--- src/rtl/core/wmss_pkg.sv ---
package wmss_pkg;

  // item opcodes
  localparam logic [1:0] OP_LOAD = 2'd0;
  localparam logic [1:0] OP_BASE = 2'd1;
  localparam logic [1:0] OP_END  = 2'd2;

  // base codes
  localparam logic [2:0] BASE_A = 3'd0;
  localparam logic [2:0] BASE_C = 3'd1;
  localparam logic [2:0] BASE_G = 3'd2;
  localparam logic [2:0] BASE_T = 3'd3;
  localparam logic [2:0] BASE_N = 3'd4;

  // register indexes (byte address / 4)
  localparam logic [2:0] REG_MOTIF_LENGTH      = 3'd0;
  localparam logic [2:0] REG_SCORE_CUTOFF      = 3'd1;
  localparam logic [2:0] REG_REPORT_COUNT      = 3'd2;
  localparam logic [2:0] REG_SCAN_REVERSE      = 3'd3;
  localparam logic [2:0] REG_RETURN_ALL_SCORES = 3'd4;

  localparam int SEEN_W = 21;

  localparam logic signed [23:0] SCORE_MAX = 24'sh7FFFFF;
  localparam logic signed [23:0] SCORE_MIN = 24'sh800000;

  typedef struct packed {
    logic [1:0]         op;
    logic [4:0]         weight_row;
    logic [1:0]         weight_base;
    logic signed [15:0] weight_value;
    logic [2:0]         base_code;
  } item_t;

  typedef struct packed {
    logic signed [23:0] hit_score;
    logic [19:0]        hit_position;
    logic               hit_strand;
    logic               last_result;
  } result_t;

  typedef struct packed {
    logic signed [23:0] score;
    logic [19:0]        position;
    logic               strand;
  } entry_t;

  typedef struct packed {
    logic load;
    logic shift;
  } cell_ctrl_t;

  typedef struct packed {
    logic clear;
    logic insert;
    logic pop;
  } list_ctrl_t;

endpackage

--- src/rtl/core/wmss_list.sv ---
module wmss_list #(
  parameter int TOP_N = 16,
  parameter int CAP_W = 5
) (
  input  logic                 clk,
  input  logic                 rst,
  input  wmss_pkg::list_ctrl_t ctrl,
  input  logic [CAP_W-1:0]     cap,
  input  wmss_pkg::entry_t     new_entry,
  output wmss_pkg::entry_t     head,
  output logic                 head_filled,
  output logic                 next_filled
);

  wmss_pkg::entry_t ent [TOP_N];
  logic [TOP_N-1:0] filled;
  logic [TOP_N-1:0] ranks;

  // higher score, then forward strand, then lower position
  function automatic logic outranks(wmss_pkg::entry_t a, wmss_pkg::entry_t b);
    logic res;
    if (a.score != b.score) begin
      res = a.score > b.score;
    end else if (a.strand != b.strand) begin
      res = a.strand < b.strand;
    end else begin
      res = a.position < b.position;
    end
    return res;
  endfunction

  for (genvar k = 0; k < TOP_N; k++) begin : g_slot
    wmss_pkg::entry_t prev_e, next_e;
    logic prev_r, prev_f, next_f;

    assign ranks[k] = (CAP_W'(k) < cap) && (!filled[k] || outranks(new_entry, ent[k]));

    if (k == 0) begin : g_first
      assign prev_e = new_entry;
      assign prev_r = 1'b0;
      assign prev_f = 1'b0;
    end else begin : g_mid
      assign prev_e = ent[k-1];
      assign prev_r = ranks[k-1];
      assign prev_f = filled[k-1];
    end

    if (k == TOP_N - 1) begin : g_last
      assign next_e = ent[k];
      assign next_f = 1'b0;
    end else begin : g_inner
      assign next_e = ent[k+1];
      assign next_f = filled[k+1];
    end

    always_ff @(posedge clk) begin
      if (rst || ctrl.clear) begin
        filled[k] <= 1'b0;
      end else if (ctrl.pop) begin
        filled[k] <= next_f;
      end else if (ctrl.insert && ranks[k]) begin
        filled[k] <= prev_r ? prev_f : 1'b1;
      end
    end

    always_ff @(posedge clk) begin
      if (ctrl.pop) begin
        ent[k] <= next_e;
      end else if (ctrl.insert && ranks[k]) begin
        ent[k] <= prev_r ? prev_e : new_entry;
      end
    end
  end

  assign head        = ent[0];
  assign head_filled = filled[0];

  if (TOP_N > 1) begin : g_next
    assign next_filled = filled[1];
  end else begin : g_single
    assign next_filled = 1'b0;
  end

endmodule

--- config.mk ---
export PLATFORM = sky130hd
export DESIGN_NAME = wmss_list
export DESIGN_NICKNAME = d
export VERILOG_FILES = /design/src/rtl/core/wmss_pkg.sv /design/src/rtl/core/wmss_list.sv
export SDC_FILE = /design/constraint.sdc
export NUM_CORES = 2
export LEC_CHECK = 0
export ABC_CLOCK_PERIOD_IN_PS = 8150
export BUFFER_PORTS_ARGS = -buffer_cell sky130_fd_sc_hd__buf_2
export CAP_MARGIN = 10
export CORE_ASPECT_RATIO = 1.5
export CORE_UTILIZATION = 55
export CTS_CLUSTER_SIZE = 40
export DETAILED_ROUTE_END_ITERATION = 10
export PLACE_DENSITY = 0.75
export SETUP_SLACK_MARGIN = 0.05
export SLEW_MARGIN = 10
export SYNTH_ARGS = -nofsm -noshare
export SYNTH_HDL_FRONTEND = slang
export SYNTH_SLANG_ARGS = --single-unit
--- constraint.sdc ---
create_clock -name clk -period 8.15 [get_ports clk]
set_input_delay 1.63 -clock clk [delete_from_list [all_inputs] [get_ports clk]]
set_output_delay 1.63 -clock clk [all_outputs]
set_load 0.01 [all_outputs]
==> flow_summary.toml <==
[timing]
rsz0062_at_grt = "no"
worstMarginPinSlew_ps = 1260
drv_slew = 0
setup_violations = 0
min_period_ps = 6440
finalCritPeriodShare_pct = 79.0
clock-skew-final_ps = 27.2
setup-tns-final_ps = 0
fmaxAchievable_mhz = 155
finalHoldViolCount = 0
slew_headroom_pct = 16.1

[detailed_routing]
route.detailed.drc = 0
drtPass1Iterations = 5
routed.top_layer = "met5"
wl_met1_um = 56900
avgRoutedWirePerCell_um = 21.9
via_count = 45000
dr_wl_met2_um = 81200
drt_wl_total_um = 157000
drt_iter0_markers = 3606
dr_wl_met3_um = 6690
ant_nets = 0
vias_per_cell = 6.26

[run_status]
status = "completed"

[worst_hold_path]
hold_path.class = "reg -> reg"
min_path_cells = 2

[synth]
ys.flop_type = "edfxtp_1"
ys_seq_area_share_pct = 40.0
ys_async_sr_fraction_pct = 0
synth_edf_count = 720
yosys_warnings = 0
syn_avg_cell_area_um2 = 9.29
synth_area_um2 = 54800
synth_nets = 6660
ys_types = 68
synth-seq-cells = 736
syn_inst = 5901

[die]
die_width_um = 260
die_h_um = 389
num_rows = 141
ioPinCount = 102
fp.coreArea_um2 = 98600
start_util_pct = 55.6
die-area_um2 = 101000

[final_layout]
drive_gt1_share_pct = 7.32
final_common_cell = "edfxtp_1"
nFillCells = 8339
layout.nets = 6600
multi_input_area_um2 = 29000
mostFrequentLayoutCells = "edfxtp_1, ha_1, inv_1"
syn2layout_area_growth_pct = 7.64
seq_area_um2 = 21900

[cts]
clkSlewWorstSetupHoldPaths_ps = 60
htreeDepth = 3
clk_latency_ps = 690
cts_buffers = 76
postCtsSetupBuffers = 0
cts_resized = 0
cts_tree = "done"
cts_sinks = 736
ctsHoldBuffers = 0
clock-root-buffer = "clkbuf_16"
clockBufferDepth = 3

[worst_setup_path]
setup.worst_path.start = "new_entry[36]"
cp_top_family = "simple AND/OR/NAND/NOR gates"
arrival_ps = 6840
cp_common_cell = "buf_4"
path_max_fanout = 49
crit_path_end_kind = "flip-flop"
regToRegSetupSlack_ps = 2320
path_buf_inv = 3
path_class = "in -> reg"
slowest_delay_ps = 910
crit_end = "ent[0][171]"
crit_chain = "buf_2 > ha_1 > nand4_1 > nor4_1 > o2111ai_1 > a221oi_1 > a21oi_1 > a31oi_4 > buf_4 > nand2_2 > buf_4 > nand2_1 > o21ai_0"
critPathRequiredTime_ps = 8550
slowest_stage = "nor4_1"
reg2reg_to = "ent[0][171]"
r2r-start = "ent[0][169]"
cp.depth = 13
worstRegToRegCells = 13
crit_path_start_kind = "input port"

[place]
gp_congestion = 0.948
portBuffers = 101
place_hpwl_um = 118000

[grt]
grt_pass1_vias = 45300
gr-total-overflow = 0
grt_antenna_before_repair = 4
grt_max_degree = 134
grt_first_pass_wirelength_um = 243000
grtUsageTotal_pct = 30.8

[power_and_ir_drop]
leakage_nw = 27.0
p_total_w = 0.0123
powerDensity_nw_per_um2 = 208
irDropWorstVdd_uv = 166

[flow_run]
max_cap_violations = 0
==> state kept, by name, indices dropped and copies added, names as in the netlist <==
register / count
head_filled: 1
g_slot.prev_f: 2
next_filled: 1
ent: 720
g_slot.next_f: 12
==> area by class of cell <==
type | count | area share (%)
antenna | 1 | 0.00424
clock buffer | 96 | 3.42
clock inverter | 39 | 0.746
inverter | 702 | 4.46
multi-input combinational | 4114 | 49.2
sequential | 736 | 37.2
tap | 1287 | 2.73
timing repair buffer | 211 | 2.30
==> synthesized netlist by cell type, drive strengths merged, types with 6 or more instances <==
master   count  area (um2)
mux2i      421        4210
nand3      163         816
a31oi       17         106
nand4      112         701
and3         8        50.1
and2         6        37.5
edfxtp     720       21600
buf        103         643
a211oi      35         275
o211ai      61         458
and4        14         123
a21oi      684        3420
nor3        31         155
nor3b        7        52.6
dfxtp       16         320
ha         704        8810
nand2b      37         231
a21o       110         826
o2111ai      6        52.6
clkbuf     246         923
nor4        29         188
a221oi      11        96.3
inv        702        2640
o21ai      399        2000
o21a        13        97.6
a2111oi     10        87.6
o221ai      46         403
nand2      447        1680
or2          6        37.5
a211o        9        78.8
o31ai       14         105
mux2        56         631
nor2b       39         244
nor2       543        2040
==> metrics by stage <==
step	util [%]	hold slack [ps]	cell area [um2]	worst slack, ps	instances
after floorplan	-	463	54800	458	5901
after global placement	57.3	493	56600	1330	7050
after detailed placement	57.3	490	56600	1250	7050
after CTS	59.8	504	59000	1960	7185
after global routing	59.8	538	59000	1460	7186
final	59.8	508	59000	1710	7186
==> power by group <==
part	internal, W	switching [W]	total, W
clock	0.00204	0.00162	0.00366
sequential	0.00488	0.000488	0.00537
combinational	0.00126	0.00197	0.00324
==> logic make-up after synthesis <==
group,Yosys count,share of synthesized area [%]
mux,477,8.84
xor+xnor,4,0.0639
compound gates,1468,15.5
flops,736,40.0
simple gates,1461,11.9
fa+ha+maj,704,16.1
buf+inv,1051,7.66
==> worst min path at each step <==
stage	from	to	slack (ps)
after floorplan	g_slot[7].next_f	g_slot[10].prev_f	460
after global placement	g_slot[7].next_f	g_slot[10].prev_f	490
after detailed placement	g_slot[7].next_f	g_slot[10].prev_f	490
after CTS	g_slot[7].next_f	g_slot[10].prev_f	500
after global routing	g_slot[7].next_f	g_slot[10].prev_f	540
final	g_slot[7].next_f	g_slot[10].prev_f	510
==> metal layers <==
metal / vias to the layer above / GRT usage [%]
li1: 21100 / -
met1: 21800 / 33.2
met2: 1500 / 55.1
met3: 603 / 2.95
met4: 4 / 23.0
met5: - / 0
==> worst min-delay path: cells and delay by family (launching register included) <==
kind	cells	cell delay, ps
DFF	1	330
AOI/OAI and AO/OA	1	70
and+or+nand+nor	1	60
(Power assumes the default switching activity.)
