--- config.mk ---
export PLATFORM = sky130hd
export DESIGN_NAME = wmss_cell
export DESIGN_NICKNAME = d
export VERILOG_FILES = /design/src/rtl/core/wmss_pkg.sv /design/src/rtl/core/wmss_cell.sv
export SDC_FILE = /design/constraint.sdc
export NUM_CORES = 1
export LEC_CHECK = 0
export ABC_AREA = 1
export BUFFER_PORTS_ARGS = -buffer_cell sky130_fd_sc_hd__buf_2
export CORE_MARGIN = 1.5
export CORE_UTILIZATION = 45
export DETAILED_ROUTE_END_ITERATION = 7
export PLACE_DENSITY_LB_ADDON = 0.12
export SYNTH_ARGS = -nofsm -noshare
export SYNTH_HDL_FRONTEND = slang
export SYNTH_SLANG_ARGS = --single-unit
--- constraint.sdc ---
create_clock -name clk -period 9.2 [get_ports clk]
set_clock_uncertainty 0.1 [all_clocks]
set_input_delay 0.46 -clock clk [delete_from_list [all_inputs] [get_ports clk]]
set_output_delay 0.46 -clock clk [all_outputs]
set_load 0.005 [all_outputs]
--- src/rtl/core/wmss_pkg.sv ---
package wmss_pkg;

  // item opcodes
  localparam logic [1:0] OP_LOAD = 2'd0;
  localparam logic [1:0] OP_BASE = 2'd1;
  localparam logic [1:0] OP_END  = 2'd2;

  // base codes
  localparam logic [2:0] BASE_A = 3'd0;
  localparam logic [2:0] BASE_C = 3'd1;
  localparam logic [2:0] BASE_G = 3'd2;
  localparam logic [2:0] BASE_T = 3'd3;
  localparam logic [2:0] BASE_N = 3'd4;

  // register indexes (byte address / 4)
  localparam logic [2:0] REG_MOTIF_LENGTH      = 3'd0;
  localparam logic [2:0] REG_SCORE_CUTOFF      = 3'd1;
  localparam logic [2:0] REG_REPORT_COUNT      = 3'd2;
  localparam logic [2:0] REG_SCAN_REVERSE      = 3'd3;
  localparam logic [2:0] REG_RETURN_ALL_SCORES = 3'd4;

  localparam int SEEN_W = 21;

  localparam logic signed [23:0] SCORE_MAX = 24'sh7FFFFF;
  localparam logic signed [23:0] SCORE_MIN = 24'sh800000;

  typedef struct packed {
    logic [1:0]         op;
    logic [4:0]         weight_row;
    logic [1:0]         weight_base;
    logic signed [15:0] weight_value;
    logic [2:0]         base_code;
  } item_t;

  typedef struct packed {
    logic signed [23:0] hit_score;
    logic [19:0]        hit_position;
    logic               hit_strand;
    logic               last_result;
  } result_t;

  typedef struct packed {
    logic signed [23:0] score;
    logic [19:0]        position;
    logic               strand;
  } entry_t;

  typedef struct packed {
    logic load;
    logic shift;
  } cell_ctrl_t;

  typedef struct packed {
    logic clear;
    logic insert;
    logic pop;
  } list_ctrl_t;

endpackage

--- src/rtl/core/wmss_cell.sv ---
module wmss_cell #(
  parameter int WEIGHT_BITS = 16,
  parameter int SUM_BITS    = 22
) (
  input  logic                       clk,
  input  logic                       wr_en,
  input  logic [1:0]                 wr_base,
  input  logic signed [WEIGHT_BITS-1:0] wr_value,
  input  wmss_pkg::cell_ctrl_t       ctrl,
  input  logic                       active,
  input  logic [2:0]                 fwd_load,
  input  logic [2:0]                 rev_load,
  input  logic [2:0]                 fwd_shift_in,
  output logic [2:0]                 fwd_base,
  input  logic signed [SUM_BITS-1:0] fwd_sum_in,
  input  logic signed [SUM_BITS-1:0] rev_sum_in,
  output logic signed [SUM_BITS-1:0] fwd_sum,
  output logic signed [SUM_BITS-1:0] rev_sum
);

  logic signed [WEIGHT_BITS-1:0] w_a, w_c, w_g, w_t;
  logic signed [WEIGHT_BITS-1:0] col_min, min_ac, min_gt, min_next;
  logic signed [WEIGHT_BITS-1:0] fwd_term, rev_term;
  logic [2:0] rev_base;

  always_ff @(posedge clk) begin
    if (wr_en) begin
      case (wr_base)
        2'd0:    w_a <= wr_value;
        2'd1:    w_c <= wr_value;
        2'd2:    w_g <= wr_value;
        default: w_t <= wr_value;
      endcase
    end
  end

  // column minimum for the N code, registered behind the weights
  assign min_ac   = (w_a < w_c) ? w_a : w_c;
  assign min_gt   = (w_g < w_t) ? w_g : w_t;
  assign min_next = (min_ac < min_gt) ? min_ac : min_gt;

  always_ff @(posedge clk) begin
    col_min <= min_next;
  end

  always_ff @(posedge clk) begin
    if (ctrl.load) begin
      fwd_base <= fwd_load;
      rev_base <= rev_load;
    end else if (ctrl.shift) begin
      fwd_base <= fwd_shift_in;
    end
  end

  always_comb begin
    case (fwd_base)
      wmss_pkg::BASE_A: fwd_term = w_a;
      wmss_pkg::BASE_C: fwd_term = w_c;
      wmss_pkg::BASE_G: fwd_term = w_g;
      wmss_pkg::BASE_T: fwd_term = w_t;
      wmss_pkg::BASE_N: fwd_term = col_min;
      default:          fwd_term = '0;
    endcase
  end

  // reverse strand reads the complement base
  always_comb begin
    case (rev_base)
      wmss_pkg::BASE_A: rev_term = w_t;
      wmss_pkg::BASE_C: rev_term = w_g;
      wmss_pkg::BASE_G: rev_term = w_c;
      wmss_pkg::BASE_T: rev_term = w_a;
      wmss_pkg::BASE_N: rev_term = col_min;
      default:          rev_term = '0;
    endcase
  end

  always_ff @(posedge clk) begin
    fwd_sum <= fwd_sum_in + (active ? SUM_BITS'(fwd_term) : SUM_BITS'(0));
    rev_sum <= rev_sum_in + (active ? SUM_BITS'(rev_term) : SUM_BITS'(0));
  end

endmodule

==> impl_metrics.ini, run 1 <==
[power_and_ir_drop]
p_switching_mw = 0.6699
power.share.switching = 0.3151
power.total_mw = 2.126
p_per_area_mw_per_mm2 = 223.9
seqPwrFrac = 0.359
combPwrFrac = 0.273
pwr-share-clk = 0.368
ir_worst_vdd_v = 0.0001659
cellLeakagePower_nw = 4.591
power.internal_mw = 1.456

[global_route]
grt_max_degree = 31
gr-total-overflow = 0
gr-usage-all-layers = 0.2502
antenna_found_initial = 1
grt_pass1_wl_um = 34850
first_global_vias = 6642

[clock_network]
cts-resized-gates = 0
cts.sinks = 130
cts_tree = yes
cts_setup_buffers = 0
insertion_delay_ps = 430
cts_hold_buffers = 0
cts_root_buf = clkbuf_16
htree_levels = 4
ctsLongestPathBuffers = 2
cts_buffers = 17
clk_pin_slew_ps = 60

[synth]
yosys.cell_types.count = 38
ys_ff_latch = 130
synth_cells = 941
synth_common_cells = nand2_1, inv_1, ha_1
synthAdderAreaFrac = 0.1415
synth_top_family_by_area = simple AND/OR/NAND/NOR gates
synth_nets = 1106
synth_edf_count = 70
synthTopCellsByArea = edfxtp_1, dfxtp_1, ha_1
synth_compound_area_frac = 0.1563
synth_ff_type = edfxtp_1
async_reset_ff_frac = 0
syn_area_per_cell_sq_um = 8.474
yosysTopAreaCell = edfxtp_1
yosysSeqAreaShare = 0.4142
synthXorXnorAreaFrac = 0.04613
ys_warn_count = 0
yosysTopAreaCellShare = 0.2636
synth-simple-area-share = 0.1670
synthesis.area_sq_mm = 0.007974
yosysMostFrequentCell = nand2_1
synthMuxAreaShare = 0

[sta]
setup_tns_ps = 0
final_max_slew_viol_count = 0
tightest_slew_ps = 1000
rsz0062_at_grt = no
fin_crit_sh = 0.5243
max_freq_mhz = 207.3
max-slew-margin-rel = 0.3315
finalHoldViolations = 0
setup_viol_count_final = 0
period_minus_slack_ps = 4824

[setup_path]
rr_worst_depth = 18
endpoint_kind = flip-flop
worst-setup-path-type = flip-flop to flip-flop
cp.required_ps = 9420
critPathMaxFanout = 24
crit_arrival_ps = 5040
cp-start-kind = flip-flop

[floorplan]
dieArea_sq_mm = 0.01853
die_h_um = 136.1
initial_core_util = 0.4610
core-area_sq_mm = 0.01730
ios = 123
dieWidth_um = 136.1
num_rows = 48

[cells_and_area]
drive_gt1_frac = 0.1628
n_antenna_cell = 0
area_growth_pct = 19.06
final_nets = 1227

[worst_hold_path]
hp-class = input pin to flip-flop
holdPathStages = 1

[drt]
drc = 0
drtIter0Drc = 714
final_antenna_net_count = 0
vias_per_cell = 5.498
drtPass1Iterations = 6
wl_per_cell_um = 17.46
routed_wl_um = 22690
vias = 7147

[placed_design]
gp_congestion = 0.9592
hpwl_um = 17220
portBuffers = 122

[flow_run]
max_cap_violations = 0

[run_status]
status = finished clean
[state kept, by name, summed over array words and instances, names as in the netlist]
name      cells
rev_sum      22
w_a          16
fwd_sum      22
rev_base      3
w_g          16
fwd_base      3
w_t          16
col_min      16
w_c          16
[power groups by stage]
stage	sequential (mW)	clock (mW)	combinational [mW]
after floorplan	0.775	0	0.377
after global placement	0.776	0	0.567
after detailed placement	0.775	0	0.571
after CTS	0.763	0.792	0.574
after global routing	0.774	0.816	0.653
final	0.763	0.783	0.579
[final cells by class]
cell class              count  area [sq um]
clock buffers              17         425.4
fillers                  1663          7802
flip-flops and latches    130          3303
multi-input cells         658          4119
clock inverters            15         251.5
well taps                 225         281.5
inverters                 132         495.5
repair buffers            123         618.1
[critical path, stage by stage (launching register included)]
cell	delay [ps]
edfxtp_1	440
ha_1	400
nand2_1	110
inv_1	50
o21ai_1	100
nand2_1	70
nor2_1	250
nand3_1	140
nand2_1	650
inv_1	330
or2_2	350
o21ai_0	130
ha_1	380
a21oi_1	150
o21ai_0	90
a21oi_1	310
nand3_2	380
nand3_1	200
nand2_1	70
[metal layers]
metal | vias to the layer above | global-route usage | share of wire
li1 | 3501 | - | -
met1 | 3258 | 0.3383 | 0.45
met2 | 345 | 0.3822 | 0.43
met3 | 41 | 0.07010 | 0.099
met4 | 2 | 0.08983 | 0.021
met5 | - | 0 | 0.00053
[path summary, 6_finish.rpt]
kind          startpoint          end  slack, ps
max              w_g[15]  col_min[10]       4380
min          rev_load[2]  rev_base[2]        110
max reg2reg      w_g[15]  col_min[10]       4380
min reg2reg       w_t[5]   col_min[5]        600
[cell families after synthesis]
logic type	count (synthesis)
DFF	130
xor gates and xnor gates	42
and+or+nand+nor	310
buffers and inverters	153
AOI/OAI and AO/OA	217
adders and majority gates	89
[cell usage in the layout, fill, tap and decap left out, types with 3 or more instances in the layout]
| master | n |
|---|---|
| nand2_1 | 144 |
| inv_1 | 130 |
| buf_2 | 122 |
| ha_1 | 87 |
| edfxtp_1 | 70 |
| nor2_1 | 69 |
| a21oi_1 | 66 |
| o22ai_1 | 62 |
| dfxtp_1 | 60 |
| nand3_1 | 56 |
| o21ai_0 | 46 |
| xor2_1 | 28 |
| nor3_1 | 17 |
| clkbuf_16 | 17 |
| a211oi_1 | 16 |
| xnor2_1 | 14 |
| o21ai_1 | 10 |
| nand2_2 | 6 |
| bufinv_16 | 6 |
| nand4_1 | 4 |
| o21bai_1 | 4 |
| nor3_4 | 4 |
| inv_6 | 4 |
| a31oi_1 | 3 |
| clkinv_4 | 3 |
[through the flow]
| step | cell area, sq um | worst slack, ps | cells | hold WS [ps] | util |
|---|---|---|---|---|---|
| finish | 9494 | 4376 | 1300 | 107.5 | 0.5489 |
| CTS | 9494 | 4460 | 1300 | 99.00 | 0.5489 |
| global placement | 8817 | 4485 | 1268 | 539.2 | 0.5098 |
| floorplan | 7974 | 5745 | 941 | 458.9 | - |
| global route | 9494 | 4094 | 1300 | 103.0 | 0.5489 |
| detailed placement | 8817 | 4465 | 1268 | 547.0 | 0.5098 |
Power figures use the tool's default switching activity.
==> run 2: changes to the inputs <==
==> constraint.sdc (replaced) <==
create_clock -name clk -period 4.23 [get_ports clk]
set_clock_uncertainty 0.1 [all_clocks]
set_input_delay 0.2115 -clock clk [delete_from_list [all_inputs] [get_ports clk]]
set_output_delay 0.2115 -clock clk [all_outputs]
set_load 0.005 [all_outputs]
==> run 2 against run 1 <==
Against the previous run: worst setup slack lost 4100 ps; clock-buffer cell count rose by 2; combinational power is 130% higher; clock power increased by 89%; sequential power increased by 120%; design area is 4.3% higher; cell count increased by 3.9%; non-clock buffer count up 51; global-route usage grew 0.36 points; first-iteration DRC count down 16%.
==> impl_metrics.ini, run 2 (synthesis results as in run 1) <==
[run_status]
status = finished clean

[worst_hold_path]
hp-class = input pin to flip-flop

[placed_design]
pre_cts_slack_ps = 346.6
dp.cells = 1289
place_area_sq_mm = 0.008987
portBuffers = 122
hpwl_um = 17830
gp_congestion = 0.9859

[clock_network]
cts_setup_buffers = 0
ctsLongestPathBuffers = 2
cts.sinks = 130
clk_pin_slew_ps = 60
htree_levels = 4
cts_root_buf = clkbuf_16
cts_buffers = 17
cts_tree = yes
insertion_delay_ps = 420

[power_and_ir_drop]
power.total_mw = 4.471
seqPwrFrac = 0.370
power.share.switching = 0.3193
p_switching_mw = 1.428
cellLeakagePower_nw = 4.770
power.internal_mw = 3.044
combPwrFrac = 0.297
p_per_area_mw_per_mm2 = 451.7
ir_worst_vdd_v = 0.0002903
pwr-share-clk = 0.332

[sta]
max_freq_mhz = 251.3
finalHoldViolations = 0
fin_ws_ps = 250.9
period_minus_slack_ps = 3979
tightest_slew_ps = 935.0
max-slew-margin-rel = 0.3746
fin_crit_sh = 0.9407
setup_tns_ps = 0
final_max_slew_viol_count = 0
rsz0062_at_grt = no
setup_viol_count_final = 0

[cells_and_area]
n_antenna_cell = 0
drive_gt1_frac = 0.1741
fin_cells = 1351
reg.largest.list = fwd_sum (22), rev_sum (22)
final_common_cell = nand2_1
stdcell_area_sq_mm = 0.009898
final_nets = 1278
area_growth_pct = 24.13
layout_common_cells = nand2_1, inv_1, buf_2

[floorplan]
die_h_um = 136.1
initial_core_util = 0.4610
ios = 123
dieWidth_um = 136.1
core-area_sq_mm = 0.01730
dieArea_sq_mm = 0.01853
num_rows = 48

[setup_path]
endpoint_kind = flip-flop
cp-start-kind = flip-flop
crit_arrival_ps = 4250
critPathMaxFanout = 16
worst-setup-path-type = flip-flop to flip-flop
worst-r2r-setup-slack_ps = 250
cp.required_ps = 4500

[global_route]
antenna_found_initial = 0
gr-usage-all-layers = 0.2538
gr-total-overflow = 0
grt_max_degree = 24
first_global_vias = 6823
grt_pass1_wl_um = 35450

[flow_run]
max_cap_violations = 0

[drt]
drtIter0Drc = 599
vias_per_cell = 5.379
vias = 7267
drtPass1Iterations = 5
drc = 0
highest_layer = met4
routed_wl_um = 22980
met1_length_um = 10600
route.met2.wl_um = 9896
final_antenna_net_count = 0
wl_per_cell_um = 17.01
route.met3.wl_um = 2175
## run 2: cell count changes in the layout (fill, tap and decap cells not counted), moves of 3 or more
cell	before	now
bufinv_16	6	3
clkinvlp_4	0	4
dlygate4sd3_1	0	30
inv_6	4	0
buf_4	1	20
## run 2: timing repair
item | 4_1_cts | 5_1_grt
gates resized for setup | 0 | 4
hold buffers | 30 | 0
endpoints found under the setup margin | 0 | 1
endpoints found under the hold margin | 77 | 0
## run 2: routing by layer
metal	track usage	vias up
li1	-	3607
met1	0.3602	3286
met3	0.06152	23
met5	0	-
met4	0.06383	0
met2	0.3878	351
## run 2: final timing paths
| path | start | to | depth (start not counted) |
|---|---|---|---|
| worst max-delay path | w_c[7] | col_min[11] | 19 |
| worst max register to register | w_c[7] | col_min[11] | 19 |
| worst min-delay path | ctrl[0] | fwd_base[0] | 2 |
| worst min register to register | w_c[15] | col_min[15] | 4 |
## run 2: metrics by stage
| stage | utilization | hold slack [ps] |
|---|---|---|
| global route | 0.5723 | 19.95 |
| finish | 0.5723 | 14.31 |
| floorplan | - | 210.4 |
| detailed placement | 0.5196 | 303.0 |
| global placement | 0.5196 | 302.2 |
| CTS | 0.5714 | 3.544 |
## run 2: power groups by stage
stage,sequential (mW),clock [mW],combinational (mW)
after floorplan,1.69,0,0.819
after global placement,1.68,0,1.29
after detailed placement,1.68,0,1.29
after CTS,1.66,1.51,1.32
after global routing,1.68,1.56,1.49
final,1.66,1.48,1.33
## run 2: cell type report
| class | instances | area (sq um) |
|---|---|---|
| clock buffers | 19 | 432.9 |
| clock inverters | 13 | 162.7 |
| fillers | 1565 | 7398 |
| inverters | 132 | 495.5 |
| multi-input cells | 658 | 4121 |
| flip-flops and latches | 130 | 3303 |
| well taps | 225 | 281.5 |
| repair buffers | 174 | 1101 |
## run 2: critical path: stages, from the launching register on
cell	delay [ps]
edfxtp_1	430
inv_1	160
ha_1	260
a21oi_1	160
o21a_1	130
nand2_1	90
nand2_2	90
nand2_1	60
nand2_1	90
nand2_1	230
buf_4	250
o21ai_0	390
ha_1	330
a21oi_1	170
o21ai_0	90
a21oi_1	360
nand2_2	160
nand2_4	190
nand3_1	100
nand2_1	80
==> run 3: changes to the inputs <==
--- a/config.mk
+++ b/config.mk
@@ -9,6 +9,7 @@
 export BUFFER_PORTS_ARGS = -buffer_cell sky130_fd_sc_hd__buf_2
 export CORE_MARGIN = 1.5
 export CORE_UTILIZATION = 45
+export CTS_BUF_LIST = sky130_fd_sc_hd__clkbuf_4
 export DETAILED_ROUTE_END_ITERATION = 7
 export PLACE_DENSITY_LB_ADDON = 0.12
 export SYNTH_ARGS = -nofsm -noshare
==> run 3 against run 2 <==
Against the previous run: die area is the same; sequential share of layout area fell by 0.72 points; clock power down 38%; critical endpoint is now fwd_sum[19]; largest cell class unchanged.
==> impl_metrics.ini, run 3 (synthesis results as in run 1) <==
[run_status]
status = finished clean

[cells_and_area]
final_common_cell = nand2_1
area_growth_pct = 26.86
stdcell_area_sq_mm = 0.01012
final_nets = 1326
drive_gt1_frac = 0.1738
fin_cells = 1400
final_core_util = 0.5849
reg.largest.list = fwd_sum (22), rev_sum (22)
layout_common_cells = nand2_1, inv_1, buf_2

[global_route]
first_global_vias = 7073
grt_max_degree = 24
grt_pass1_wl_um = 36200
antenna_found_initial = 1
gr-total-overflow = 0
gr-usage-all-layers = 0.2605

[sta]
max-slew-margin-rel = 0.3748
setup_viol_count_final = 0
fin_crit_sh = 0.9408
finalHoldViolations = 0
holdWs_ps = 102.8
max_freq_mhz = 251.3
final_max_slew_viol_count = 0
tightest_slew_ps = 934.8
period_minus_slack_ps = 3980
setup_tns_ps = 0
fin_ws_ps = 250.3

[drt]
drtIter0Drc = 530
drtPass1Iterations = 5
drc = 0
vias = 7482
routed_wl_um = 23700
final_antenna_net_count = 0
vias_per_cell = 5.344
wl_per_cell_um = 16.93

[power_and_ir_drop]
p_switching_mw = 1.377
power.total_mw = 3.953
seqPwrFrac = 0.419
ir_worst_vdd_v = 0.0002669
power.internal_mw = 2.576
combPwrFrac = 0.351
cellLeakagePower_nw = 4.851
p_per_area_mw_per_mm2 = 390.7
power.share.switching = 0.3483
pwr-share-clk = 0.231

[setup_path]
crit_arrival_ps = 4390
cp_slowest_stage_delay_ps = 560
endpoint_kind = flip-flop
critPathMaxFanout = 14
critPathTopFamily = simple AND/OR/NAND/NOR gates
cp-start-kind = flip-flop
cpMaxStageDelayCell = dlygate4sd3_1
worst-setup-path-type = flip-flop to flip-flop
cp_cell_sequence = inv_1 -> nand3_1 -> buf_4 -> o22ai_1 -> a211oi_2 -> nor2_1 -> ha_1 -> nand2_1 -> nor2_1 -> nand4_1 -> a21oi_1 -> nor2_1 -> o21ai_1 -> nand3_1 -> and2_1 -> o21ai_2 -> xor2_1 -> dlygate4sd3_1
cp.required_ps = 4640
worst-path-buf-inv = 3
critPathMostFrequentCell = nor2_1

[clock_network]
cts_tree = yes
cts_root_buf = clkbuf_4
htree_levels = 4
insertion_delay_ps = 560
ctsLongestPathBuffers = 2
clk_pin_slew_ps = 120
cts.sinks = 130
cts_buffers = 17

[floorplan]
die_h_um = 136.1
initial_core_util = 0.4610
dieWidth_um = 136.1
ios = 123
core-area_sq_mm = 0.01730
dieArea_sq_mm = 0.01853
num_rows = 48

[placed_design]
pre_cts_slack_ps = 346.6
gp_congestion = 0.9859
place_area_sq_mm = 0.008987
hpwl_um = 17830
dp.cells = 1289
portBuffers = 122

[flow_run]
max_cap_violations = 0

[worst_hold_path]
hp-class = input pin to flip-flop
==> run 3: changes by cell type in the layout (fill, tap and decap cells not counted), moves of 4 or more <==
cell / change
dlygate4sd3_1: +47
clkbuf_4: +19
a211oi_2: +4
a211oi_1: -4
clkbuf_16: -17
==> run 3: worst paths after layout <==
path,startpoint,to,slack (ps),depth (start not counted)
hold / removal,wr_base[1],w_a[5],100,3
setup / recovery,fwd_base[2],fwd_sum[19],250,18
hold reg to reg,w_c[15],col_min[15],620,4
setup reg to reg,fwd_base[2],fwd_sum[19],250,18
==> run 3: area by class of cell <==
cell class | instances | area (sq um)
well taps | 225 | 281.5
clock buffers | 19 | 142.6
fillers | 1551 | 7181
clock inverters | 13 | 162.7
diodes | 1 | 2.502
flip-flops and latches | 130 | 3303
multi-input cells | 658 | 4141
inverters | 132 | 495.5
repair buffers | 222 | 1587
==> run 3: layer usage <==
| metal | GRT usage | vias to the layer above | share of wire |
|---|---|---|---|
| met2 | 0.3979 | 336 | 0.43 |
| li1 | - | 3695 | - |
| met1 | 0.3615 | 3419 | 0.46 |
| met3 | 0.05891 | 32 | 0.085 |
| met4 | 0.09338 | 0 | 0.021 |
| met5 | 0 | - | 0 |
==> run 3: power by group through the flow <==
stage / logic [mW] / registers (mW) / clock network, mW
CTS: 1.36 / 1.65 / 0.935
floorplan: 0.819 / 1.69 / 0
detailed placement: 1.29 / 1.68 / 0
global placement: 1.29 / 1.68 / 0
finish: 1.39 / 1.65 / 0.913
global route: 1.55 / 1.68 / 0.985
==> run 3: worst register-to-register path: stages (launching register included) <==
cell and delay [ps]:
edfxtp_1 430, inv_1 100, nand3_1 130, buf_4 290, o22ai_1 140, a211oi_2 260, nor2_1 120, ha_1 400
nand2_1 100, nor2_1 150, nand4_1 100, a21oi_1 160, nor2_1 110, o21ai_1 220, nand3_1 90, and2_1 180
o21ai_2 160, xor2_1 150, dlygate4sd3_1 560
==> run 3: repair_timing <==
item                                   in CTS  in global routing
endpoints found under the hold margin     134                  0
setup endpoints to repair                   0                  2
buffers inserted                            0                  1
hold buffers                               77                  0
gates resized for setup                     0                 11
